File: src/rtl/bhs_pkg.sv
// -----------------------------------------------------------------------------
// bhs_pkg
// Shared types and constants of the building hit search block: table
// geometry, operation and status codes, controller states and the
// command/status bundles between controller and datapath.
// -----------------------------------------------------------------------------
package bhs_pkg;

    // table geometry
    localparam int MAX_BUILDINGS = 1024;
    localparam int ADDR_W        = $clog2(MAX_BUILDINGS);
    localparam int CNT_W         = ADDR_W + 1;
    localparam int DIM_W         = 16;
    localparam int ENTRY_W       = 2 * DIM_W;
    localparam int QX_W          = 32;
    localparam int SUM_W         = CNT_W + DIM_W;
    localparam int CMP_W         = (SUM_W > QX_W) ? SUM_W + 1 : QX_W + 1;

    // operation codes of an input transaction
    typedef enum logic [1:0] {
        OP_APPEND = 2'd0,
        OP_QUERY  = 2'd1,
        OP_CLEAR  = 2'd2
    } t_opcode;

    // result status codes
    typedef enum logic [1:0] {
        STAT_FOUND = 2'd0,
        STAT_X_OOB = 2'd1,
        STAT_Y_OOB = 2'd2
    } t_status;

    // controller states
    typedef enum logic {
        S_IDLE = 1'b0,
        S_SCAN = 1'b1
    } t_state;

    // commands from controller to datapath
    typedef struct packed {
        logic append;      // write entry at the fill count
        logic clear;       // empty the table
        logic load_query;  // capture the query and read entry zero
        logic step;        // consume one entry of the scan
        logic emit_empty;  // answer a query on an empty table
        logic emit_scan;   // answer from the entry under scan
    } t_dp_cmd;

    // status from datapath to controller
    typedef struct packed {
        logic empty;
        logic full;
        logic scan_done;
    } t_dp_stat;

endpackage

File: src/rtl/bhs_ctrl.sv
// -----------------------------------------------------------------------------
// bhs_ctrl
// Controller of the building hit search: takes transactions while idle,
// decodes the operation and steps the datapath through a query scan.
// -----------------------------------------------------------------------------
module bhs_ctrl
    import bhs_pkg::*;
(
    input  logic       i_clk,
    input  logic       i_rst_n,
    input  logic       i_start,
    input  logic [1:0] i_opcode,
    input  t_dp_stat   i_stat,
    output t_dp_cmd    o_cmd,
    output logic       o_busy
);

    t_state r_state;
    t_state n_state;
    logic   accept;

    assign accept = i_start && (r_state == S_IDLE);
    assign o_busy = (r_state != S_IDLE);

    // state register
    always_ff @(posedge i_clk) begin
        if (!i_rst_n) begin
            r_state <= S_IDLE;
        end else begin
            r_state <= n_state;
        end
    end

    // next state
    always_comb begin
        n_state = r_state;
        unique case (r_state)
            S_IDLE: begin
                if (accept && (t_opcode'(i_opcode) == OP_QUERY) && !i_stat.empty) begin
                    n_state = S_SCAN;
                end
            end
            S_SCAN: begin
                if (i_stat.scan_done) begin
                    n_state = S_IDLE;
                end
            end
            default: n_state = S_IDLE;
        endcase
    end

    // datapath commands
    always_comb begin
        o_cmd = '0;
        unique case (r_state)
            S_IDLE: begin
                if (accept) begin
                    unique case (t_opcode'(i_opcode))
                        OP_APPEND: o_cmd.append = !i_stat.full;
                        OP_CLEAR:  o_cmd.clear  = 1'b1;
                        OP_QUERY: begin
                            o_cmd.emit_empty = i_stat.empty;
                            o_cmd.load_query = !i_stat.empty;
                        end
                        default: o_cmd = '0;
                    endcase
                end
            end
            S_SCAN: begin
                o_cmd.step      = 1'b1;
                o_cmd.emit_scan = i_stat.scan_done;
            end
            default: o_cmd = '0;
        endcase
    end

endmodule

File: config.mk
export PLATFORM = sky130hd
export DESIGN_NAME = bhs_ctrl
export DESIGN_NICKNAME = d
export VERILOG_FILES = /design/src/rtl/bhs_pkg.sv /design/src/rtl/bhs_ctrl.sv
export SDC_FILE = /design/constraint.sdc
export NUM_CORES = 1
export LEC_CHECK = 0
export ABC_AREA = 1
export BUFFER_PORTS_ARGS = -buffer_cell sky130_fd_sc_hd__buf_2
export CAP_MARGIN = 20
export CORE_AREA = 2 2 39 41
export CTS_CLUSTER_DIAMETER = 40
export DETAILED_ROUTE_END_ITERATION = 8
export DIE_AREA = 0 0 41 43
export PLACE_DENSITY = 0.34
export SLEW_MARGIN = 5
export SYNTH_ARGS = -nofsm -noshare
export SYNTH_HDL_FRONTEND = slang
export SYNTH_SLANG_ARGS = --single-unit
File: constraint.sdc
create_clock -name i_clk -period 1.45 [get_ports i_clk]
set_input_delay 0.145 -clock i_clk [delete_from_list [all_inputs] [get_ports i_clk]]
set_output_delay 0.145 -clock i_clk [all_outputs]
set_load 0.01 [all_outputs]
Word-level counts from Yosys, hierarchy flattened --
Index checks and enable logic that the tools add are counted.
Storage, ports and cells: bits in writable memories 0, input bits 8, register bits after elaboration 1, memories kept 0, word-level logic and storage cells 22, latch bits 0, memory bits (read-only) 0, output and inout port bits 7
Operators by class: reductions and logical operators 6, multiply operators 0, magnitude comparators 0, equality and inequality tests 2, mux-type cells 12, bitwise logic cells 1, $add $sub $neg 0, divide/modulo/power cells 0, shifts and indexed selects 0
Operator list (number):
- 1-bit 2-to-1 mux | 7
- 6-bit 2-to-1 mux | 1
- 1-bit one-hot mux with 2 select lines | 3
- 1-bit logical AND | 3
- 3-bit 2-to-1 mux | 1
- 2-bit by 1-bit == test with 1-bit output, second input constant | 1
- 2-bit == test, second input constant | 1
- 1-bit zero test | 2
- 2-bit zero test | 1
- 1-bit NOT | 1

Depth between registers and ports, before layout --
Gate-level depths: netlist of run 1.
depth after elaboration 6, mapped depth 4, depth with buffers taken out 4

Worst setup path after synthesis of run 1 --
Ideal clock, no wire load.
path type register to output, from register r_state, in the netlist o_busy, to output o_cmd[1] (netlist bit), data arrival time 0.842 ns, stages on the path, launching flop included 4, path slack 0.463 ns, data required time 1.305 ns, path through dfxtp_1 > inv_1 > nand2_1 > nor4_1
RTL lines:
- start: declaration | RTL line bhs_ctrl.sv:18 | t_state r_state;
- start signal: assignment | RTL line bhs_ctrl.sv:30 | r_state <= n_state;
- end: declaration | RTL line bhs_ctrl.sv:14 | output t_dp_cmd o_cmd,

==> flow_summary.yaml, run 1 <==
power:
  power_switching_mw: 0.0163
  power.density_nw_per_um2: 308
  irDropWorstVdd_v: 0.0000444
  switching_share: 0.276
  clkPwrFrac: 0
  p_leak_nw: 0.132
  intPower_mw: 0.0427
  comb_power_share: 0.499
  finalPower_mw: 0.0590
  power_frac_seq: 0.501
yosys:
  synth_fp_nets: 28
  synthesis.area_sq_um: 109
  yosysWarnings: 0
  yosysSeqAreaShare: 0.184
  ys_types: 9
  syn_avg_cell_area_sq_um: 5.44
  ys_seq_elements: 1
  postSynthCellCount: 20
global_routing:
  grt_max_degree: 6
  grtUsageTotal: 0.0310
  overflow: 0
  antenna_found_initial: 0
  grt_pass1_wl_um: 414
  grt_pass1_vias: 106
routing:
  wirelength_um: 304
  vias_per_cell: 3.08
  antenna_left: 0
  dr_total_vias: 151
  avgRoutedWirePerCell_um: 6.20
  drc: 0
  firstDrtPassIters: 3
  drt_iter0_markers: 2
clock_network:
  cts_setup_buffers: 0
  ctsResizeCount: 0
  holdBufCountCts: 0
  clk_pin_slew_worst_paths_ns: 0
  clk_latency_ns: 0
timing:
  fin_tns_setup_ns: 0
  min_period_ns: 0.971
  drv_slew: 0
  setup_viol: 0
  relSlewSlack: 0.847
  skew_ns: 0
  fin_ws_ns: 0.479
  period_share: 0.670
  fmax_ghz: 1.03
  rsz0062_at_grt: "false"
  hold_violations: 0
  holdWs_ns: 0.376
  worst_pin_slew_ns: 0.227
floorplan:
  die_area_sq_um: 1760
  die_w_um: 41
  fp-row-count: 14
  core_area_sq_um: 1380
  dieHeight_um: 43
  pin_count: 15
  start_util: 0.0787
setup_path:
  cp.arrival_ns: 0.83
  rr_endpoint: "o_busy"
  r2r_cells: 3
  endpoint: "o_cmd[1]"
  crit_path_start: "o_busy"
  r2r_start: "o_busy"
  cp-end-kind: "output pin"
  cp.required_ns: 1.31
  cp_max_fo: 5
  r2r_setup_slack_ns: 0.60
  critical_path_class: "reg -> out"
  cp-start-kind: "flop"
finish:
  largest_reg_flops: 1
  utilization: 0.138
  stdcell_area_sq_um: 191
  multi_input_area_sq_um: 55.1
  area_delta_synth_final_pct: 75.9
  layout.area.seq_sq_um: 20.0
  antenna_cells: 0
  drive_above_1_share: 0.455
  nNetsFinal: 43
  fillers: 165
  stdcell_count: 49
placement:
  gp_congestion: 0.565
  dp_cells: 49
  dp_slack_ns: 0.489
  io_buffers: 14
  place_area_sq_um: 191
hold_path:
  min_path_type: "in -> reg"
run_status:
  status: "finished clean"
flow_run:
  drv_cap: 0
==> worst min-delay path by stage <==
stage                       start  endpoint  slack, ns  cells after the start
after floorplan           i_rst_n    o_busy       0.27                      2
after global placement    i_rst_n    o_busy       0.38                      3
after detailed placement  i_rst_n    o_busy       0.39                      3
after CTS                 i_rst_n    o_busy       0.38                      3
after global routing      i_rst_n    o_busy       0.39                      3
final                     i_rst_n    o_busy       0.38                      3
==> layer usage <==
| metal | wire length, um | track usage | up-vias |
|---|---|---|---|
| li1 | - | - | 86 |
| met1 | 133 | 0.0508 | 54 |
| met2 | 120 | 0.0438 | 11 |
| met3 | 50 | 0.00524 | 0 |
| met4 | 0 | 0 | 0 |
| met5 | 0 | 0 | - |
==> Yosys cell counts <==
cell type,instances,area [sq um]
a21oi_2,1,8.76
buf_4,1,7.51
dfxtp_1,1,20.0
inv_1,7,26.3
nand2_1,3,11.3
nand3_1,1,5.00
nor2_1,3,11.3
nor4_1,2,12.5
or2_0,1,6.26
==> cell families after synthesis <==
family                 Yosys count  share of synthesized area
AND/OR/NAND/NOR                 10                      0.425
buffers and inverters            8                      0.310
flip-flops                       1                      0.184
AO/OA/AOI/OAI                    1                     0.0805
==> critical path: stages, from the launching register on <==
cell and delay [ns]:
dfxtp_1 0.32, inv_1 0.07, nand2_1 0.08, nor4_1 0.18, buf_2 0.18
==> cell type report <==
cell class | instances | area share
inverters | 7 | 0.137
multi-input cells | 11 | 0.288
flip-flops and latches | 1 | 0.105
well taps | 16 | 0.105
repair buffers | 14 | 0.366
==> power groups by stage <==
| stage | Combinational (mW) | Sequential, mW | Clock, mW |
|---|---|---|---|
| after detailed placement | 0.0300 | 0.0296 | 0 |
| after CTS | 0.0301 | 0.0296 | 0 |
| after global placement | 0.0304 | 0.0295 | 0 |
| after floorplan | 0.0134 | 0.0298 | 0 |
| after global routing | 0.0332 | 0.0298 | 0 |
| final | 0.0294 | 0.0296 | 0 |
==> layout by cell type, fill, tap and decap left out <==
cell / netlist / final
nor2_1: 3 / 3
nand3_1: 1 / 1
inv_1: 7 / 7
a21oi_2: 1 / 1
nand2_1: 3 / 3
nor4_1: 2 / 2
or2_0: 1 / 1
buf_2: 0 / 14
dfxtp_1: 1 / 1
No activity file was read; power rests on OpenSTA's default activity.
==> run 2: changes to the inputs <==
Settings changed: ABC_AREA 1 to 0.
Clock period 1.45 ns to 0.9 ns, I/O delays scaled along.
==> flow_summary.yaml, run 2 <==
run_status:
  status: "finished clean"
routing:
  avgRoutedWirePerCell_um: 8.65
  antenna_left: 0
  wirelength_um: 372
  vias_per_cell: 3.47
  firstDrtPassIters: 1
  drc: 0
  drt_iter0_markers: 0
  dr_total_vias: 149
timing:
  fmax_ghz: 1.15
  holdWs_ns: 0.351
  worst_pin_slew_ns: 0.175
  skew_ns: 0
  period_share: 0.970
  min_period_ns: 0.873
  relSlewSlack: 0.883
  fin_ws_ns: 0.0273
  drv_slew: 0
  rsz0062_at_grt: "true"
  setup_viol: 0
  hold_violations: 0
finish:
  area_delta_synth_final_pct: 94.6
  stdcell_area_sq_um: 226
  antenna_cells: 0
  utilization: 0.164
  largest_reg_flops: 1
  final_common_cell: "buf_2"
  multi_input_area_sq_um: 104
  mostFrequentLayoutCells: "buf_2 (14), nor2_1 (2)"
  fillers: 163
  layout.area.seq_sq_um: 21.3
  nNetsFinal: 37
  stdcell_count: 43
  drive_above_1_share: 0.815
placement:
  place_area_sq_um: 218
  dpl.hpwl_um: 365
  io_buffers: 14
  gp_congestion: 0.647
  dp_slack_ns: -0.0453
  dp_cells: 43
setup_path:
  worstPathCellList: "nand2b_4 > nor3b_2 > buf_2"
  cp.required_ns: 0.81
  cp-start-kind: "flop"
  path_delay_family: "flip-flops"
  r2r_setup_slack_ns: 0.16
  crit_cells: 3
  r2r_cells: 2
  r2r_start: "o_busy"
  cp_slowest_cell: "dfxtp_2"
  critPathBufInv: 1
  cp_max_fo: 5
  cp.arrival_ns: 0.78
  critical_path_class: "reg -> out"
  cpPeakStageDelay_ns: 0.32
  cp-end-kind: "output pin"
  rr_endpoint: "o_busy"
hold_path:
  min_from: "i_rst_n"
  min_path_type: "in -> reg"
  holdPathStages: 3
  holdPathEnd: "o_busy"
yosys:
  synth_async_sr_flop_share: 0
  synthesis.area_sq_um: 116
  ys_seq_elements: 1
  ys_types: 11
  yosys-top-cells-area: "nand4bb_4 (24%), dfxtp_1 (17%), nand2b_1 (11%)"
  synthTopCellsByCount: "nand2b_1 (2), nor2_1 (2)"
  synth_ff_type: "dfxtp_1"
  synth_top_area_cell: "nand4bb_4"
  synth_fp_nets: 21
  synth.top_cell.area_share: 0.237
  yosysWarnings: 0
  yosysSeqAreaShare: 0.172
  syn_avg_cell_area_sq_um: 8.95
  postSynthCellCount: 13
  synth_edf_count: 0
floorplan:
  die_area_sq_um: 1760
  pin_count: 15
  core_area_sq_um: 1380
  start_util: 0.0841
  die_w_um: 41
  fp-row-count: 14
  dieHeight_um: 43
power:
  irDropWorstVdd_v: 0.000190
  p_leak_nw: 0.112
  power.density_nw_per_um2: 485
global_routing:
  grt_pass1_wl_um: 503
  overflow: 0
  antenna_found_initial: 0
  groute.layer.met2.usage: 0.0781
  top_usage_layer: "met2"
  grtUsageTotal: 0.0391
  grt_use_met1: 0.0415
  use_met3: 0.00524
  grt_max_degree: 6
  grt_pass1_vias: 132
clock_network:
  clk_pin_slew_worst_paths_ns: 0
  clk_latency_ns: 0
  cts_setup_buffers: 0
flow_run:
  drv_cap: 0
## run 2: power by group
| group | internal [mW] | switching (mW) | total (mW) |
|---|---|---|---|
| logic | 0.0327 | 0.0292 | 0.0619 |
| registers | 0.0466 | 0.00132 | 0.0479 |
| clock network | 0 | 0 | 0 |
## run 2: repair_timing
| action | CTS | global route |
|---|---|---|
| gates resized for setup | 1 | 1 |
| pin swaps | 0 | 1 |
| endpoints found under the setup margin | 2 | 3 |
| hold buffers | 0 | 0 |
| cloned | 0 | 0 |
## run 2: worst max-delay path by stage
stage	startpoint	to	slack, ns
2_1_floorplan	o_busy	o_cmd[5]	0.03
3_3_place_gp	o_busy	o_cmd[5]	0.02
3_5_place_dp	o_busy	o_cmd[4]	-0.05
4_1_cts	o_busy	o_cmd[4]	0.0002
5_1_grt	o_busy	o_cmd[4]	-0.04
6_report	o_busy	o_cmd[4]	0.03
## run 2: worst reg2reg max path: stages, from the launching register on
cell       delay [ns]
dfxtp_2          0.32
nand4bb_4        0.21
o21ai_2          0.14
## run 2: area by class of cell
class                           instances  share of cell area
Inverter                                1              0.0166
Timing Repair Buffer                   15               0.343
Sequential cell                         1              0.0939
Tap cell                               16              0.0884
Multi-Input combinational cell         10               0.459
## run 2: per-layer routing
metal | routed length, um | vias up
met5 | 0 | -
met4 | 0 | 0
met3 | 75 | 0
met2 | 167 | 14
met1 | 129 | 62
li1 | - | 73
## run 2: cell families after synthesis
group                  Yosys count  share of synthesized area
flip-flops                       1                      0.172
buffers and inverters            2                     0.0968
AO/OA/AOI/OAI                    1                     0.0753
AND/OR/NAND/NOR                  9                      0.656
## run 2: through the flow
step	power, mW	setup TNS [ns]
floorplan	0.0734	0
global placement	0.104	0
detailed placement	0.108	-0.0577
CTS	0.111	0
global route	0.116	-0.0365
finish	0.110	0
==> run 3: changes to the inputs <==
Settings changed: CELL_PAD_IN_SITES_DETAIL_PLACEMENT set to 2, CELL_PAD_IN_SITES_GLOBAL_PLACEMENT set to 2, GPL_ROUTABILITY_DRIVEN set to 1, PLACE_DENSITY 0.34 to 0.57.
==> flow_summary.yaml, run 3 (synthesis gave the netlist of run 2 again) <==
finish:
  mostFrequentLayoutCells: "buf_2 (14), nor2_1 (2)"
  area_delta_synth_final_pct: 102
  stdcell_area_sq_um: 235
  final_common_cell: "buf_2"
  stdcell_count: 43
  nNetsFinal: 37
  utilization: 0.170
  largest_reg_flops: 1
  drive_above_1_share: 0.815
  antenna_cells: 0
setup_path:
  worstPathCellList: "nand2b_4 > nor4_4 > buf_2"
  critical_path_class: "reg -> out"
  cp-end-kind: "output pin"
  cp.arrival_ns: 0.75
  path_delay_family: "flip-flops"
  cp-start-kind: "flop"
  cpPeakStageDelay_ns: 0.31
  r2r_setup_slack_ns: 0.17
  r2r_start: "o_busy"
  critPathBufInv: 1
  rr_endpoint: "o_busy"
  cp_max_fo: 4
  cp.required_ns: 0.81
  cp_slowest_cell: "dfxtp_2"
  r2r_cells: 2
run_status:
  status: "finished clean"
floorplan:
  core_area_sq_um: 1380
  dieHeight_um: 43
  die_area_sq_um: 1760
  fp-row-count: 14
  die_w_um: 41
  pin_count: 15
  start_util: 0.0841
hold_path:
  min_path_type: "in -> reg"
  min_from: "i_rst_n"
  holdPathEnd: "o_busy"
  holdPathStages: 3
routing:
  drc: 0
  drt_iter0_markers: 0
  firstDrtPassIters: 1
  dr_total_vias: 150
  vias_per_cell: 3.49
  antenna_left: 0
  avgRoutedWirePerCell_um: 11.0
  wirelength_um: 472
flow_run:
  drv_cap: 0
timing:
  min_period_ns: 0.842
  fmax_ghz: 1.19
  drv_slew: 0
  hold_violations: 0
  rsz0062_at_grt: "true"
  fin_ws_ns: 0.0578
  relSlewSlack: 0.876
  period_share: 0.936
  skew_ns: 0
  worst_pin_slew_ns: 0.184
  setup_viol: 0
placement:
  dpl.hpwl_um: 457
  place_area_sq_um: 218
  io_buffers: 14
  gp_congestion: 0.640
  dp_slack_ns: -0.0392
  dp_cells: 43
clock_network:
  clk_pin_slew_worst_paths_ns: 0
  clk_latency_ns: 0
power:
  finalPower_mw: 0.117
  power.density_nw_per_um2: 495
  p_leak_nw: 0.114
  irDropWorstVdd_v: 0.000197
global_routing:
  grt_max_degree: 5
  overflow: 0
  grt_pass1_wl_um: 779
  antenna_found_initial: 0
  grt_pass1_vias: 165
  grtUsageTotal: 0.0601
## run 3: cell count changes in the layout (fill, tap and decap cells not counted)
cell,before,now
nor4_4,0,1
nor4_2,1,0
## run 3: metrics by stage
stage | hold slack [ns] | TNS, ns
global placement | 0.368 | 0
CTS | 0.385 | -0.0365
global route | 0.409 | -0.00527
floorplan | 0.213 | 0
finish | 0.377 | 0
detailed placement | 0.393 | -0.0392
## run 3: layer usage
metal  share of wire  track usage  wire length, um  up-vias
met5               0            0                0        -
met4               0            0                0        0
met3            0.13      0.00524               62        0
met2            0.42       0.0906              196       15
met1            0.45       0.0958              212       61
li1                -            -                -       74
## run 3: timing repair
item,4_1_cts,5_1_grt
gates resized for setup,3,0
hold buffers,0,0
pin swaps,1,1
setup buffers,0,0
setup endpoints to repair,1,3
## run 3: tightest hold or removal path, stage by stage
cell      delay (ns)
buf_2           0.10
nand3b_1        0.09
o21ai_2         0.06
## run 3: cell type report
cell class              count  area, sq um
fillers                   159         1150
multi-input cells          10          113
repair buffers             15         77.6
flip-flops and latches      1         21.3
well taps                  16         20.0
inverters                   1         3.75
## run 3: worst max-delay path by stage
stage                       from        to  slack (ns)  cells past startpoint
final                     o_busy  o_cmd[5]        0.06                      3
after global routing      o_busy  o_cmd[3]      -0.003                      3
after CTS                 o_busy  o_cmd[5]       -0.04                      3
after detailed placement  o_busy  o_cmd[5]       -0.04                      3
after global placement    o_busy  o_cmd[4]        0.02                      3
after floorplan           o_busy  o_cmd[5]        0.03                      2
## run 3: power breakdown
part           switching, mW  leakage [nW]  internal [mW]  total (mW)
Clock                      0             0              0           0
Combinational         0.0350         0.105         0.0339      0.0690
Sequential          0.000962       0.00859         0.0466      0.0475
Total                 0.0360         0.114         0.0805       0.117
